===== config.mk =====
export PLATFORM = sky130hd
export DESIGN_NAME = cfe_slot_eval
export DESIGN_NICKNAME = d
export VERILOG_FILES = /design/src/sv/cfe_pkg.sv /design/src/sv/cfe_ram.sv /design/src/sv/cfe_slot_eval.sv
export SDC_FILE = /design/constraint.sdc
export NUM_CORES = 2
export LEC_CHECK = 0
export ABC_AREA = 1
export BUFFER_PORTS_ARGS = -buffer_cell sky130_fd_sc_hd__buf_2
export CAP_MARGIN = 10
export CELL_PAD_IN_SITES_DETAIL_PLACEMENT = 1
export CELL_PAD_IN_SITES_GLOBAL_PLACEMENT = 1
export CORE_ASPECT_RATIO = 1.2
export CORE_UTILIZATION = 40
export CTS_CLUSTER_DIAMETER = 80
export DETAILED_ROUTE_END_ITERATION = 10
export HOLD_SLACK_MARGIN = 0.06
export PLACE_DENSITY = 0.71
export SLEW_MARGIN = 20
export SYNTH_ARGS = -nofsm -noshare
export SYNTH_HDL_FRONTEND = slang
export SYNTH_SLANG_ARGS = --single-unit

===== constraint.sdc =====
create_clock -name clk -period 2.4 [get_ports clk]
set_input_delay 0.12 -clock clk [delete_from_list [all_inputs] [get_ports clk]]
set_output_delay 0.12 -clock clk [all_outputs]
set_load 0.1 [all_outputs]

===== src/sv/cfe_pkg.sv =====
// ----------------------------------------------------------------------------
// cfe_pkg
// Shared constants, types and codes of the conjunctive feature evaluator.
// ----------------------------------------------------------------------------
package cfe_pkg;

    localparam int MAX_FEATURES      = 32;
    localparam int CONDS_PER_FEATURE = 8;
    localparam int NUM_ATTRS         = 64;
    localparam int VALUE_WIDTH       = 32;

    // numeric compare width, capped at the 32-bit field width
    localparam int VAL_W      = (VALUE_WIDTH < 32) ? VALUE_WIDTH : 32;
    localparam int SLOT_TOTAL = MAX_FEATURES * CONDS_PER_FEATURE;
    localparam int ADDR_W     = (SLOT_TOTAL > 1) ? $clog2(SLOT_TOTAL) : 1;
    localparam int FEAT_W     = (MAX_FEATURES > 1) ? $clog2(MAX_FEATURES) : 1;
    localparam int SLOT_W     = (CONDS_PER_FEATURE > 1) ? $clog2(CONDS_PER_FEATURE) : 1;
    localparam int ATTR_AW    = (NUM_ATTRS > 1) ? $clog2(NUM_ATTRS) : 1;
    localparam int CNT_W      = 7;

    localparam logic [VAL_W-1:0] VAL_MAX = {1'b0, {(VAL_W-1){1'b1}}};

    typedef enum logic [1:0] {
        FUNC_LOAD  = 2'd0,
        FUNC_WRITE = 2'd1,
        FUNC_EVAL  = 2'd2
    } func_t;

    typedef enum logic [1:0] {
        KIND_EMPTY    = 2'd0,
        KIND_CAT      = 2'd1,
        KIND_INTERVAL = 2'd2,
        KIND_MISSING  = 2'd3
    } cond_kind_t;

    typedef enum logic [1:0] {
        ST_IDLE,
        ST_ISSUE,
        ST_DRAIN,
        ST_EMIT
    } fsm_t;

    typedef struct packed {
        cond_kind_t  kind;
        logic [5:0]  attr;
        logic [7:0]  cat;
    } cond_head_t;

    typedef struct packed {
        cond_head_t         head;
        logic signed [31:0] upper;
        logic signed [31:0] lower;
    } cond_t;

    typedef struct packed {
        logic               missing;
        logic signed [31:0] num;
        logic [7:0]         cat;
    } attr_t;

endpackage


===== src/sv/cfe_ram.sv =====
// ----------------------------------------------------------------------------
// cfe_ram
// Generic single-port-write, single-port-read RAM with registered read.
// ----------------------------------------------------------------------------
module cfe_ram #(
    parameter int WIDTH = 8,
    parameter int DEPTH = 16
) (
    input  logic                                  clk,
    input  logic                                  we,
    input  logic [((DEPTH > 1) ? $clog2(DEPTH) : 1)-1:0] waddr,
    input  logic [WIDTH-1:0]                      wdata,
    input  logic                                  re,
    input  logic [((DEPTH > 1) ? $clog2(DEPTH) : 1)-1:0] raddr,
    output logic [WIDTH-1:0]                      rdata
);

    logic [WIDTH-1:0] mem [DEPTH];
    logic [WIDTH-1:0] rdata_reg;

    always_ff @(posedge clk)
    begin
        if (we)
        begin
            mem[waddr] <= wdata;
        end
        if (re)
        begin
            rdata_reg <= mem[raddr];
        end
    end

    assign rdata = rdata_reg;

endmodule


===== src/sv/cfe_slot_eval.sv =====
// ----------------------------------------------------------------------------
// cfe_slot_eval
// Instance attribute memory and the per-slot condition test.
// ----------------------------------------------------------------------------
module cfe_slot_eval (
    input  logic                        clk,
    input  logic                        rst_n,
    input  logic                        attr_we,
    input  logic [cfe_pkg::ATTR_AW-1:0] attr_waddr,
    input  cfe_pkg::attr_t              attr_wdata,
    input  logic                        s1_vld,
    input  cfe_pkg::cond_t              s1_cond,
    output logic                        res_vld,
    output logic                        res_hold
);
    import cfe_pkg::*;

    logic [$bits(attr_t)-1:0] attr_raw;
    attr_t                    attr_q;
    cond_t                    s2_cond_reg;
    logic                     s2_vld_reg;
    logic                     attr_ok_reg;
    logic signed [VAL_W-1:0]  num_v;
    logic signed [VAL_W-1:0]  lo_v;
    logic signed [VAL_W-1:0]  up_v;
    logic                     in_range;

    cfe_ram #(.WIDTH($bits(attr_t)), .DEPTH(NUM_ATTRS)) u_attr_ram (
        .clk   (clk),
        .we    (attr_we),
        .waddr (attr_waddr),
        .wdata (attr_wdata),
        .re    (s1_vld),
        .raddr (ATTR_AW'(s1_cond.head.attr)),
        .rdata (attr_raw)
    );

    always_ff @(posedge clk or negedge rst_n)
    begin
        if (!rst_n)
        begin
            s2_vld_reg <= 1'b0;
        end
        else
        begin
            s2_vld_reg <= s1_vld;
        end
    end

    always_ff @(posedge clk)
    begin
        if (s1_vld)
        begin
            s2_cond_reg <= s1_cond;
            attr_ok_reg <= (int'(s1_cond.head.attr) < NUM_ATTRS);
        end
    end

    assign attr_q = attr_t'(attr_raw);
    assign num_v  = attr_q.num[VAL_W-1:0];
    assign lo_v   = s2_cond_reg.lower[VAL_W-1:0];
    assign up_v   = s2_cond_reg.upper[VAL_W-1:0];

    // upper bound at the largest value means no upper limit
    assign in_range = (num_v >= lo_v) &&
                      ((s2_cond_reg.upper[VAL_W-1:0] == VAL_MAX) || (num_v < up_v));

    always_comb
    begin
        res_hold = 1'b0;
        if (s2_cond_reg.head.kind == KIND_EMPTY)
        begin
            res_hold = 1'b1;
        end
        else if (attr_ok_reg)
        begin
            unique case (s2_cond_reg.head.kind)
                KIND_CAT:      res_hold = (attr_q.cat == s2_cond_reg.head.cat);
                KIND_INTERVAL: res_hold = !attr_q.missing && in_range;
                KIND_MISSING:  res_hold = attr_q.missing;
                default:       res_hold = 1'b1;
            endcase
        end
    end

    assign res_vld = s2_vld_reg;

endmodule


==> run_results.csv <==
group,metric,value,unit
synth,syn-cell-area,108000,um^2
die,design.core.area,268000,um^2
die,ioPinCount,133,
finish,drive_gt1_share,13.7,%
finish,area_growth,19.3,%
routing,via_per_inst,6.04,
synth,avgSynthCellArea,13.3,um^2
synth,synth_fp_nets,8322,
clocking,clock_path_buffers,4,
global_route,grt_max_degree,91,
timing,setup_violations,1,
timing,fmax,0.302,GHz
die,row_count,208,
setup_path,critPathKind,"flop to output pin",
setup_path,cp_num_buf_inv,3,
setup_path,arrival,3.19,ns
worst_hold_path,hold_path_depth,3,
clocking,cts_made_buffers,269,
setup_path,cp_top_family,"simple AND/OR/NAND/NOR gates",
finish,nFillCells,26900,
timing,period_share,138,%
global_route,grt_util_all_layers,26.5,%
pwr,swShare,23.0,%
pwr,power_density,801,nW/um^2
clocking,path_clk_slew,0.07,ns
pwr,comb_power_share,7.8,%
setup_path,worst-r2r-cell-count,7,
timing,slew_headroom,39.1,%
worst_hold_path,hold_path.class,"input pin to flop",
setup_path,path_cells,"ha_4, nand2_4, nor3_2, buf_4, nand2_2, nand2_2, nand2_2, nand2_1, nand2_1, nand3_1, nand2_1, inv_2, nand3_2, nand3_4, buf_12",
synth,synth_edf_count,2739,
pwr,pwr-share-clk,40.5,%
worst_hold_path,hold_start,"attr_waddr[3]",
die,die_w,476,um
synth,synth_seq_cells,2740,
finish,fin_util,48.1,%
routing,remaining_drc_errors,0,
pwr,irDropWorstVdd,0.577,mV
setup_path,worstReg2RegStart,"u_attr_ram.mem[57][10]",
clocking,tritoncts,"built",
clocking,cts_root_buf,"clkbuf_16",
global_route,first_global_vias,79000,
placed_design,portBuffers,132,
clocking,cts_max_level,5,
run_status,status,"finished with violations",
timing,drv_slew,0,
setup_path,slowest_delay,0.58,ns
pwr,switching_power,0.0238,W
placed_design,hpwlAfterDp,212000,um
setup_path,cp_slowest_cell,"edfxtp_1",
clocking,clock_sinks,2740,
run_status,violations,"setup timing",
synth,ys_types,37,
timing,hold_ws,0.162,ns
synth,yosysTopAreaCellShare,76.2,%
routing,ant_nets,0,
placed_design,place.gp.congestion,0.825,
clocking,clk_latency,0.86,ns
pwr,pwr-share-seq,51.7,%
synth,synth.largest_area_cell,"edfxtp_1",
pwr,leakagePower,42.3,nW
timing,clock_skew,0.0368,ns
global_route,grt_pass1_wl,534000,um
setup_path,critPathLaunchType,"flop",
finish,largest_register_ffs,2624,
timing,tightest_slew,0.914,ns
pwr,power.total,0.103,W
setup_path,worst_r2r_endpoint,"u_attr_ram.rdata[10]",
routing,via_count,75900,
timing,hold_viol,0,
setup_path,crit_path_end_kind,"output pin",
pwr,power.internal,0.0795,W
die,die_area,272000,um^2
synth,ys.flop_type,"edfxtp_1",
synth,synth.area.top_cells,"edfxtp_1 (76%), o21ai_0 (7.0%), nor2_1 (5.8%)",
routing,first_pass_iters,9,
setup_path,required,2.28,ns
synth,async_flop_share,0.0365,%
finish,multi_input_area,23500,um^2
die,die_h,571,um
global_route,antenna_found_initial,34,
setup_path,critPathMaxFanout,3,
global_route,overflow,0,
finish,regArea,82300,um^2
routing,post_drt_wl_per_cell,29.5,um
timing,rsz0062_at_grt,"yes",
synth,seq_area_frac_synth,76.2,%
finish,final_nets,8987,
routing,drt-total-wl,371000,um
timing,layout_setup_ws,-0.906,ns
timing,period_needed,3.31,ns
worst_hold_path,whs_endpoint,"u_attr_ram.mem[15][16]",
die,start_util,40.3,%
synth,synthCells,8128,
setup_path,r2r_setup_slack,0.29,ns
timing,tns,-0.906,ns
routing,dr.first_iter.drc_count,9081,
run,maxCapViolations,0,
synth,yosysWarnings,0,
==> worst register-to-register path, stage by stage (launching register included) <==
cell	delay [ns]
edfxtp_1	0.36
o21ai_0	0.18
o22ai_1	0.10
o21ai_0	0.25
o22ai_1	0.15
o21ai_0	0.53
o21ai_1	0.15
buf_4	0.16
==> how the worst max path moves through the flow <==
stage / start / endpoint / slack, ns / cells past startpoint
floorplan: attr_we / u_attr_ram.mem[48][0] / -0.48 / 3
global placement: s1_cond[72] / u_attr_ram.rdata[15] / -0.21 / 13
detailed placement: s1_cond[72] / u_attr_ram.rdata[15] / -0.30 / 13
CTS: u_attr_ram.rdata[22] / res_hold / -0.71 / 15
global route: u_attr_ram.rdata[30] / res_hold / -0.97 / 15
finish: u_attr_ram.rdata[22] / res_hold / -0.91 / 15
==> per-stage QoR <==
step	area, um^2	setup WS, ns	instances
2_1_floorplan	108000	-0.482	8128
4_1_cts	129000	-0.713	12500
5_1_grt	129000	-0.972	12600
6_report	129000	-0.906	12600
3_3_place_gp	118000	-0.214	11900
3_5_place_dp	118000	-0.300	11900
==> kinds of logic (layout without fill, tap and decap cells) <==
group / count (synthesis) / in the layout / synth area share, %
other: 0 / 14 / 0
xor gates and xnor gates: 6 / 6 / 0.0487
AOI/OAI and AO/OA: 2470 / 2470 / 12.4
DFF: 2740 / 2740 / 76.2
adders and majority gates: 63 / 63 / 0.730
buffers and inverters: 665 / 1518 / 2.80
and+or+nand+nor: 2184 / 2184 / 7.84
==> layout make-up <==
cell class	count	area share, %
Clock inverter	125	0.917
Timing Repair Buffer	966	7.64
Sequential cell	2740	63.8
Multi-Input combinational cell	4723	18.2
Tap cell	3570	3.47
Antenna cell	14	0.0272
Inverter	93	0.303
Clock buffer	334	5.59
==> cell usage after synthesis, types with 6 or more instances <==
cell type,count
edfxtp_1,2739
nor2_1,1655
o21ai_0,1517
o22ai_1,773
nand2_1,359
clkbuf_1,329
buf_2,145
nand3_1,127
o21ai_1,109
inv_1,88
ha_1,63
buf_4,57
a21oi_1,44
buf_1,22
nand4_1,19
buf_6,16
nor4_1,11
o211ai_1,7
a31oi_1,6
and3_1,6
xnor2_1,6
==> metal layers <==
| layer | routed length (um) | share of wire, % | vias to the layer above | GRT usage [%] |
|---|---|---|---|---|
| li1 | - | - | 31700 | - |
| met1 | 142000 | 38 | 39500 | 33.4 |
| met2 | 186000 | 50 | 3790 | 46.0 |
| met3 | 28500 | 7.7 | 855 | 3.54 |
| met4 | 14900 | 4.0 | 12 | 10.5 |
| met5 | 79 | 0.021 | - | 0 |
==> power groups by stage <==
stage | registers, W | logic, W | clock network, W
6_report | 0.0534 | 0.00803 | 0.0418
4_1_cts | 0.0534 | 0.00769 | 0.0421
3_5_place_dp | 0.0545 | 0.00719 | 0
3_3_place_gp | 0.0544 | 0.00687 | 0
5_1_grt | 0.0534 | 0.00850 | 0.0436
2_1_floorplan | 0.0543 | 0.00341 | 0
==> timing repair <==
| item | CTS | global route |
|---|---|---|
| pin swaps | 6 | 8 |
| gates resized for setup | 18 | 33 |
| hold buffers | 205 | 0 |
| setup endpoints to repair | 1 | 1 |
| endpoints found under the hold margin | 2370 | 0 |
| buffers inserted | 15 | 2 |
==> placed cells by master, fill, tap and decap left out, types with 8 or more instances in the layout <==
cell type	synthesis	layout
a21oi_1	44	37
buf_12	0	188
buf_2	145	125
buf_4	57	439
bufinv_16	0	22
clkbuf_1	329	54
clkbuf_16	0	280
clkinv_1	1	50
clkinv_2	0	35
diode_2	0	14
dlygate4sd3_1	0	205
edfxtp_1	2739	2739
ha_1	63	53
ha_4	0	10
inv_1	88	85
inv_6	0	8
nand2_1	359	350
nand2_2	0	8
nand3_1	127	122
nand4_1	19	19
nor2_1	1655	1594
nor2_4	0	57
nor4_4	0	8
o21ai_0	1517	1516
o21ai_1	109	109
o22ai_1	773	773
Power figures use the tool's default switching activity.
